===== src/rtl/cbm_chr_map.sv =====
module cbm_chr_map (
  input  logic [1:0]  mode,
  input  logic [12:0] a,
  input  logic        set,
  input  logic [9:0]  banks [12],
  output logic [19:0] ta
);
  logic [1:0] q2;
  logic [2:0] q3;
  logic [9:0] b;
  logic [22:0] r;
  always_comb begin
    q2 = a[12:11];
    q3 = a[12:10];
    b = '0;
    r = '0;
    case (mode)
      2'd0: begin
        b = set ? banks[11] : banks[7];
        r = {b, a};
      end
      2'd1: begin
        b = set ? banks[11] : (a[12] ? banks[7] : banks[3]);
        r = {1'b0, b, a[11:0]};
      end
      2'd2: begin
        b = set ? (q2[0] ? banks[11] : banks[9]) : banks[{1'b0, q2, 1'b1}];
        r = {2'b0, b, a[10:0]};
      end
      default: begin
        b = set ? banks[{2'b10, q3[1:0]}] : banks[{1'b0, q3}];
        r = {3'b0, b, a[9:0]};
      end
    endcase
    ta = r[19:0];
  end
endmodule


===== config.mk =====
export PLATFORM = sky130hd
export DESIGN_NAME = cbm_chr_map
export DESIGN_NICKNAME = d
export VERILOG_FILES = /design/src/rtl/cbm_chr_map.sv
export SDC_FILE = /design/constraint.sdc
export NUM_CORES = 1
export LEC_CHECK = 0
export BUFFER_PORTS_ARGS = -buffer_cell sky130_fd_sc_hd__buf_2
export CAP_MARGIN = 20
export CORE_MARGIN = 2
export CORE_UTILIZATION = 35
export DETAILED_ROUTE_END_ITERATION = 12
export PLACE_DENSITY = 0.76
export SETUP_SLACK_MARGIN = 0.2
export SLEW_MARGIN = 10
export SYNTH_ARGS = -nofsm -noshare
export SYNTH_HDL_FRONTEND = slang
export SYNTH_SLANG_ARGS = --single-unit

===== constraint.sdc =====
create_clock -name vclk -period 1.5
set_input_delay 0.15 -clock vclk [all_inputs]
set_output_delay 0.15 -clock vclk [all_outputs]
set_load 0.005 [all_outputs]

* Word level (Yosys, flattened, before mapping)
Cells that the tools add are included.
W data, S select, Z words.
** Operators by class
- Multiply operators :: 0
- Divide/modulo/power cells :: 0
- Muxes and demuxes :: 16
- Order comparisons :: 3
- Eq/ne operators :: 2
- Shift operators :: 0
- Bitwise operators :: 3
- Reductions and logical operators :: 1
- Add/subtract/negate cells :: 0
** Operators by type and width (count)
- $bmux W10 S4 :: 3
- $pmux W20 S3 :: 1
- $mux W10 :: 5
- $mux W9 :: 4
- $mux W8 :: 2
- $ge A5 B5 Y1 const B :: 3
- $not A3 Y5 :: 2
- $mux W7 :: 1
- $not A4 Y5 :: 1
- $eq A2 B1 Y1 const B :: 1
- $eq A2 B2 Y1 const B :: 1
- $logic_not A2 Y1 :: 1
** Word-level totals
- Logic and storage cells :: 25
- Output and inout port bits :: 20
- Register bits after elaboration :: 0
- Memories :: 0
- RAM bits :: 0
- Bits in read-only memories :: 0
- Latch bits :: 0
- Input bits :: 136

* Logic depth before layout (Yosys ltp)
Gate-level depths: netlist of run 1.
- Word-level depth :: 6
- Depth in mapped cells :: 8

* Least setup slack after synthesis of run 1
OpenSTA, ideal clock, no wires.
- Path kind :: in2out
- Start :: input port a[12]
- End :: output port ta[18]
- Stages on the path :: 5
- Arrival time :: 1495 ps
- Required time :: 1350 ps
- Slack :: -145 ps
- Cells stage by stage :: buf_6 > buf_8 > mux2_4 > mux4_2 > a221o_1
** On the way
- Word-level cells in the longest chain between the ends :: 6
** Ends and longest elaborated chain
- from (decl) :: RTL line 3 : input logic [12:0] a,
- $not A3 Y5, on equally long branches :: RTL line 31, 27
- $bmux W10 S4, on equally long branches :: RTL line 31, 27
- $mux W10 (not written as such) or $mux W9 (tied branches) (2 in a row) :: RTL line 31, 27
- $mux W10 or $mux W9 (tied branches) :: RTL line 31, 27
- $pmux W20 S3 * :: RTL line 17 : case (mode)
- to (decl) :: RTL line 6 : output logic [19:0] ta
Every way passes the cells marked *; elsewhere a longest branch is shown, timed or not. The select of a mux whose other input is x is not followed.

* Worst setup path after layout of run 1
Ends and elaborated chain as after synthesis.

==> results.sh, run 1 <==
export IMPL_syn2layout_area_growth_pct=63.4
export IMPL_fmax_ghz=0.569
export IMPL_crit_fanout=6
export IMPL_final_nets=449
export IMPL_die_x_um=72.7
export IMPL_grt_pass1_wl_um=9530
export IMPL_setup_viol_count_final=10
export IMPL_tightest_slew_ps=364
export IMPL_max_slew_margin_pct=75.7
export IMPL_ff_latch_area_um2=0
export IMPL_timing_setup_tns_ps=-1950
export IMPL_fin_hold_ws_ps=300
export IMPL_violations="negative setup slack"
export IMPL_viasPerCell=5.64
export IMPL_die_y_um=72.7
export IMPL_nFillCells=423
export IMPL_drtAntennaViolNets=0
export IMPL_rsz0062_at_grt="yes"
export IMPL_synth_cell_types=37
export IMPL_path_class="in -> out"
export IMPL_multi_input_area_um2=1540
export IMPL_worstSetupStartpointType="primary input"
export IMPL_core_um2=4630
export IMPL_vias=2059
export IMPL_wl_per_cell_um=16.9
export IMPL_globalRouteOverflowTotal=0
export IMPL_syn_nets=300
export IMPL_hp_class="in -> out"
export IMPL_drt_pass1_iter_count=4
export IMPL_grt_pass1_vias=2164
export IMPL_synth_area_um2=1650
export IMPL_syn_instance_count=164
export IMPL_power_density_nw_per_um2=305
export IMPL_layout_drive_gt1_share_pct=77.2
export IMPL_fin_ws_ps=-259
export IMPL_dr_first_iter_drc_count=49
export IMPL_seq_area_frac_synth_pct=0
export IMPL_fp_dieArea_um2=5290
export IMPL_arrival_ps=1610
export IMPL_yosysWarnings=0
export IMPL_postCtsHoldBufs=0
export IMPL_critPathBufInv=2
export IMPL_antenna_cells=0
export IMPL_initial_utilization_pct=35.7
export IMPL_ios=156
export IMPL_gp_congestion=0.912
export IMPL_cpLargestDelayFamily="multiplexers"
export IMPL_path_cells="buf_12 -> mux2_4 -> mux4_2 -> and3_1 -> a221o_1 -> buf_2"
export IMPL_slew_violations=0
export IMPL_grt_total_usage_pct=22.5
export IMPL_drc=0
export IMPL_max_cap_violations=0
export IMPL_seq_cells=0
export IMPL_nClkBuffers=0
export IMPL_hold_viol=0
export IMPL_finalCriticalPeriod_ps=1760
export IMPL_routed_wl_um=6160
export IMPL_worstPathRequired_ps=1350
export IMPL_grt_max_degree=12
export IMPL_avgSynthCellArea_um2=10.1
export IMPL_ir_drop_v=0.000131
export IMPL_antenna_found_initial=0
export IMPL_endpoint_kind="output port"
export IMPL_final_period_utilization_pct=117
export IMPL_io_buffers=136
export IMPL_status="complete, but fails checks"
export IMPL_hpwl_um=5370
export IMPL_cpMaxStageDelayCell="mux4_2"
export IMPL_rows=25
export IMPL_slowest_delay_ps=490
export IMPL_power_leakage_nw=1.31
==> logic make-up after synthesis <==
| kind of cell | count (synthesis) | share of synthesized area (%) |
|---|---|---|
| compound gates | 35 | 14.4 |
| buf+inv | 33 | 12.6 |
| mux | 62 | 63.2 |
| simple gates | 34 | 9.83 |
==> synth_stat cells (2+ instances only) <==
| cell type | n | area share, % |
|---|---|---|
| mux2_2 | 18 | 12 |
| buf_6 | 2 | 1.4 |
| o21ai_0 | 8 | 2.4 |
| a22oi_1 | 4 | 1.8 |
| o211ai_1 | 3 | 1.4 |
| nor2b_1 | 5 | 1.9 |
| nor2_1 | 7 | 1.6 |
| a221o_1 | 2 | 1.2 |
| mux4_1 | 2 | 3.2 |
| a211oi_1 | 3 | 1.4 |
| buf_2 | 4 | 1.2 |
| mux2_1 | 2 | 1.4 |
| mux2i_1 | 10 | 6.1 |
| clkbuf_1 | 6 | 1.4 |
| a21oi_1 | 5 | 1.5 |
| o31ai_1 | 2 | 0.91 |
| nand3_1 | 5 | 1.5 |
| buf_4 | 14 | 6.4 |
| mux4_2 | 29 | 39 |
| o22ai_1 | 2 | 0.76 |
| and2_1 | 2 | 0.76 |
| nand2_1 | 11 | 2.5 |
| inv_1 | 4 | 0.91 |
==> through the flow <==
stage	cells	total power [mW]	utilization [%]	worst slack, ps	instance area [um^2]
3_5_place_dp	362	0.743	54.0	-513	2500
2_1_floorplan	164	0.442	-	-115	1710
4_1_cts	365	0.808	57.5	-254	2660
5_1_grt	365	0.885	58.4	-278	2700
3_3_place_gp	362	0.726	54.0	-468	2500
6_report	365	0.823	58.4	-259	2700
==> cells in the final DEF (no fill, tap or decap), drive strengths merged, types with 2 or more instances in the layout <==
master  synthesis  routed
nor2b           5       5
o211ai          3       3
o21ai           8       8
o31ai           2       2
and2            2       2
nor2            7       7
inv             4       4
mux4           31      31
mux2i          10      10
nand2          11      11
a211oi          3       3
nand3           5       5
o22ai           2       2
buf            22     175
a221o           2       2
a21oi           5       5
mux2           21      21
a22oi           4       4
==> area by class of cell <==
class	count	area share, %
Multi-Input combinational cell	131	56.8
Timing Repair Buffer	175	40.0
Inverter	5	0.741
Tap cell	54	2.50
==> metal layers <==
layer | up-vias | global-route usage [%] | wire length, um
met4 | 0 | 4.53 | 142
met1 | 973 | 24.9 | 2280
met5 | - | 0 | 0
li1 | 956 | - | -
met3 | 18 | 2.35 | 437
met2 | 112 | 45.4 | 3290
==> path summary, 6_finish.rpt <==
check | from | end | slack (ps) | cells after the start
max | a[12] | ta[18] | -260 | 6
min | a[4] | ta[4] | 300 | 0
==> report_power, final <==
part	internal [mW]	leakage (nW)	total (mW)	switching, mW
logic	0.504	1.31	0.823	0.319
clock network	0	0	0	0
registers	0	0	0	0
==> what timing repair did <==
item	in CTS	in global routing
cloned	1	0
gates resized for setup	36	10
buffers inserted	2	0
endpoints found under the setup margin	10	10
pin swaps	6	4
Power figures use the tool's default switching activity.
==> inputs of run 2 (changes only) <==
--- a/config.mk
+++ b/config.mk
@@ -10,6 +10,7 @@
 export CORE_MARGIN = 2
 export CORE_UTILIZATION = 35
 export DETAILED_ROUTE_END_ITERATION = 12
+export GPL_TIMING_DRIVEN = 0
 export PLACE_DENSITY = 0.76
 export SETUP_SLACK_MARGIN = 0.2
 export SLEW_MARGIN = 10
==> results.sh, run 2 (synthesis gave the netlist of run 1 again) <==
export IMPL_postCtsHoldBufs=0
export IMPL_wl_per_cell_um=18.5
export IMPL_routed_wl_um=6910
export IMPL_antenna_cells=0
export IMPL_hold_viol=0
export IMPL_nClkBuffers=0
export IMPL_globalRouteOverflowTotal=0
export IMPL_dp_cells=360
export IMPL_grt_max_degree=11
export IMPL_worstPathRequired_ps=1350
export IMPL_fin_ws_ps=-287
export IMPL_final_cells=374
export IMPL_final_nets=458
export IMPL_rows=25
export IMPL_min_from="a[6]"
export IMPL_slew_violations=0
export IMPL_fmax_ghz=0.560
export IMPL_power_leakage_nw=1.37
export IMPL_mostFrequentLayoutCell="buf_2"
export IMPL_hpwl_um=5410
export IMPL_setup_viol_count_final=10
export IMPL_grt_total_usage_pct=24.7
export IMPL_path_class="in -> out"
export IMPL_io_buffers=142
export IMPL_ir_drop_v=0.000140
export IMPL_drc=0
export IMPL_worstSetupStartpointType="primary input"
export IMPL_finalCriticalPeriod_ps=1790
export IMPL_power_density_nw_per_um2=309
export IMPL_endpoint="ta[18]"
export IMPL_viasPerCell=5.65
export IMPL_crit_fanout=5
export IMPL_crit_path_start="a[12]"
export IMPL_layout_common_cells="buf_2 (144), mux4_2 (30), buf_4 (20), mux2_4 (12), nand2_1 (10)"
export IMPL_status="complete, but fails checks"
export IMPL_max_cap_violations=0
export IMPL_layout_drive_gt1_share_pct=76.6
export IMPL_initial_utilization_pct=35.7
export IMPL_final_period_utilization_pct=119
export IMPL_syn2layout_area_growth_pct=70.8
export IMPL_grt_pass1_vias=2209
export IMPL_antenna_found_initial=0
export IMPL_endpoint_kind="output port"
export IMPL_violations="negative setup slack"
export IMPL_arrival_ps=1640
export IMPL_ff_latch_area_um2=0
export IMPL_vias=2114
export IMPL_seq_cells=0
export IMPL_drt_pass1_iter_count=4
export IMPL_tightest_slew_ps=505
export IMPL_grt_pass1_wl_um=10200
export IMPL_fp_dieArea_um2=5290
export IMPL_ios=156
export IMPL_gp_congestion=0.893
export IMPL_timing_setup_tns_ps=-2320
export IMPL_rsz0062_at_grt="yes"
export IMPL_drtAntennaViolNets=0
export IMPL_dr_first_iter_drc_count=145
export IMPL_die_y_um=72.7
export IMPL_hp_class="in -> out"
export IMPL_die_x_um=72.7
export IMPL_max_slew_margin_pct=66.3
export IMPL_core_um2=4630
export IMPL_p_total_mw=0.873
export IMPL_final_util_pct=61.0
## run 2: cell count changes in the layout (fill, tap and decap cells not counted), sizes merged
cell,change
clkinvlp,+1
clkbuf,+7
clkinv,-1
buf,+2
## run 2: worst min-delay path by stage
stage          depth (start not counted)    end
2_1_floorplan                          1  ta[0]
3_3_place_gp                           2  ta[1]
3_5_place_dp                           2  ta[8]
4_1_cts                                2  ta[6]
5_1_grt                                2  ta[2]
6_report                               2  ta[6]
## run 2: routing by layer
| layer | vias to the layer above | GRT usage (%) | share of wire, % |
|---|---|---|---|
| met5 | - | 0 | 0 |
| met4 | 0 | 6.58 | 1.7 |
| met3 | 15 | 4.01 | 8.7 |
| met2 | 122 | 47.7 | 53 |
| met1 | 1001 | 27.7 | 37 |
| li1 | 976 | - | - |
## run 2: power breakdown
group,leakage (nW),total (mW),internal (mW),switching (mW)
combinational,1.37,0.873,0.530,0.343
sequential,0,0,0,0
clock,0,0,0,0
total,1.37,0.873,0.530,0.343
## run 2: cell type report
type	count	area [um^2]
Fill cell	416	1800
Multi-Input combinational cell	131	1550
Timing Repair Buffer	156	888
Buffer	28	294
Tap cell	54	67.6
Inverter	5	22.5
## run 2: worst max-delay path, cell delays in order
cell and delay [ps]:
buf_12 120, buf_12 130, mux2_4 280, mux4_2 500, a221o_1 320, buf_2 140
## run 2: through the flow
| step | hold slack (ps) | worst slack [ps] | instance area [um^2] |
|---|---|---|---|
| 2_1_floorplan | 381 | -115 | 1710 |
| 3_3_place_gp | 466 | -379 | 2490 |
| 3_5_place_dp | 467 | -373 | 2490 |
| 4_1_cts | 467 | -285 | 2700 |
| 5_1_grt | 473 | -317 | 2830 |
| 6_report | 466 | -287 | 2830 |
## run 2: what timing repair did
item	CTS	global route
cloned	2	1
resized for setup	36	13
setup buffers	3	8
pin swaps	1	5
setup endpoints to repair	10	10
==> inputs of run 3 (changes only) <==
--- a/config.mk
+++ b/config.mk
@@ -11,6 +11,7 @@
 export CORE_UTILIZATION = 35
 export DETAILED_ROUTE_END_ITERATION = 12
 export GPL_TIMING_DRIVEN = 0
+export MAX_ROUTING_LAYER = met4
 export PLACE_DENSITY = 0.76
 export SETUP_SLACK_MARGIN = 0.2
 export SLEW_MARGIN = 10
==> results.sh, run 3 (synthesis gave the netlist of run 1 again) <==
export IMPL_power_density_nw_per_um2=308
export IMPL_pre_cts_slack_ps=-392
export IMPL_ir_drop_v=0.000162
export IMPL_violations="negative setup slack"
export IMPL_rsz0062_at_grt="yes"
export IMPL_seq_power_share_pct=0
export IMPL_gp_congestion=0.908
export IMPL_met2_wirelength_um=3630
export IMPL_worstSetupStartpointType="primary input"
export IMPL_syn2layout_area_growth_pct=68.2
export IMPL_grt_total_usage_pct=25.5
export IMPL_grt_max_degree=11
export IMPL_top_layer="met4"
export IMPL_die_x_um=72.7
export IMPL_ios=156
export IMPL_grt_pass1_vias=2202
export IMPL_wl_met1_um=2460
export IMPL_layout_drive_gt1_share_pct=76.6
export IMPL_hpwl_um=5350
export IMPL_fp_dieArea_um2=5290
export IMPL_dr_first_iter_drc_count=173
export IMPL_mostFrequentLayoutCell="buf_2"
export IMPL_p_total_mw=0.858
export IMPL_wl_met3_um=584
export IMPL_initial_utilization_pct=35.7
export IMPL_power_leakage_nw=1.34
export IMPL_vias=2097
export IMPL_place_area_um2=2490
export IMPL_fin_ws_ps=-299
export IMPL_wl_per_cell_um=18.2
export IMPL_viasPerCell=5.67
export IMPL_io_buffers=142
export IMPL_ff_latch_area_um2=0
export IMPL_p_clk_share_pct=0
export IMPL_globalRouteOverflowTotal=0
export IMPL_final_util_pct=60.1
export IMPL_tightest_slew_ps=482
export IMPL_combPwrFrac_pct=100.0
export IMPL_endpoint_kind="output port"
export IMPL_p_switching_mw=0.338
export IMPL_nFillCells=411
export IMPL_antenna_cells=0
export IMPL_nClkBuffers=0
export IMPL_max_slew_margin_pct=67.9
export IMPL_core_um2=4630
export IMPL_final_nets=454
export IMPL_drtAntennaViolNets=0
export IMPL_internal_power_mw=0.520
export IMPL_drc=0
export IMPL_layout_common_cells="buf_2 (144), mux4_2 (30), buf_4 (16), mux2_4 (11)"
export IMPL_drt_pass1_iter_count=4
export IMPL_hp_class="in -> out"
export IMPL_final_period_utilization_pct=120
export IMPL_routed_wl_um=6730
export IMPL_grt_pass1_wl_um=10300
export IMPL_hold_viol=0
export IMPL_design_area_um2=2780
export IMPL_worstPathRequired_ps=1350
export IMPL_finalCriticalPeriod_ps=1800
export IMPL_swShare_pct=39.4
export IMPL_setup_viol_count_final=10
export IMPL_arrival_ps=1650
export IMPL_max_cap_violations=0
export IMPL_fmax_ghz=0.556
export IMPL_rows=25
export IMPL_status="complete, but fails checks"
export IMPL_die_y_um=72.7
export IMPL_seq_cells=0
export IMPL_antenna_found_initial=0
export IMPL_postCtsHoldBufs=0
export IMPL_path_class="in -> out"
export IMPL_timing_setup_tns_ps=-2390
export IMPL_slew_violations=0
export IMPL_crit_fanout=5
## run 3: timing repair
action / in CTS / in global routing
endpoints found under the setup margin: 10 / 10
hold endpoints to repair: 0 / 0
buffers inserted: 4 / 4
cloned: 2 / 0
resized for setup: 26 / 25
pin swaps: 1 / 3
## run 3: worst max-delay path, stage by stage
cell     delay, ps
buf_12         120
buf_12         130
mux2_4         280
mux4_2         490
a221o_1        330
buf_2          140
## run 3: routing by layer
metal  up-vias  GRT usage (%)
li1        970              -
met1       996           30.6
met2       126           46.7
met3         5           2.35
met4         0           4.94
met5         -              -
## run 3: through the flow
stage	hold WS [ps]	instances
6_report	466	370
5_1_grt	473	370
3_5_place_dp	467	360
4_1_cts	467	366
3_3_place_gp	466	360
2_1_floorplan	381	164
## run 3: cell type report
| class | instances | area (um^2) | share of cell area (%) |
|---|---|---|---|
| buffer | 28 | 293 | 10.5 |
| inverter | 5 | 22.5 | 0.810 |
| timing repair buffer | 152 | 838 | 30.1 |
| multi-input combinational | 131 | 1560 | 56.1 |
| tap | 54 | 67.6 | 2.43 |
## run 3: power groups by stage
| stage | Sequential [mW] | Clock (mW) | Combinational, mW |
|---|---|---|---|
| 3_3_place_gp | 0 | 0 | 0.727 |
| 3_5_place_dp | 0 | 0 | 0.742 |
| 6_report | 0 | 0 | 0.858 |
| 2_1_floorplan | 0 | 0 | 0.442 |
| 4_1_cts | 0 | 0 | 0.811 |
| 5_1_grt | 0 | 0 | 0.923 |
## run 3: final timing paths
check | from | slack [ps] | to | cells past startpoint
worst max-delay path | a[12] | -300 | ta[18] | 6
worst min-delay path | a[3] | 470 | ta[3] | 2
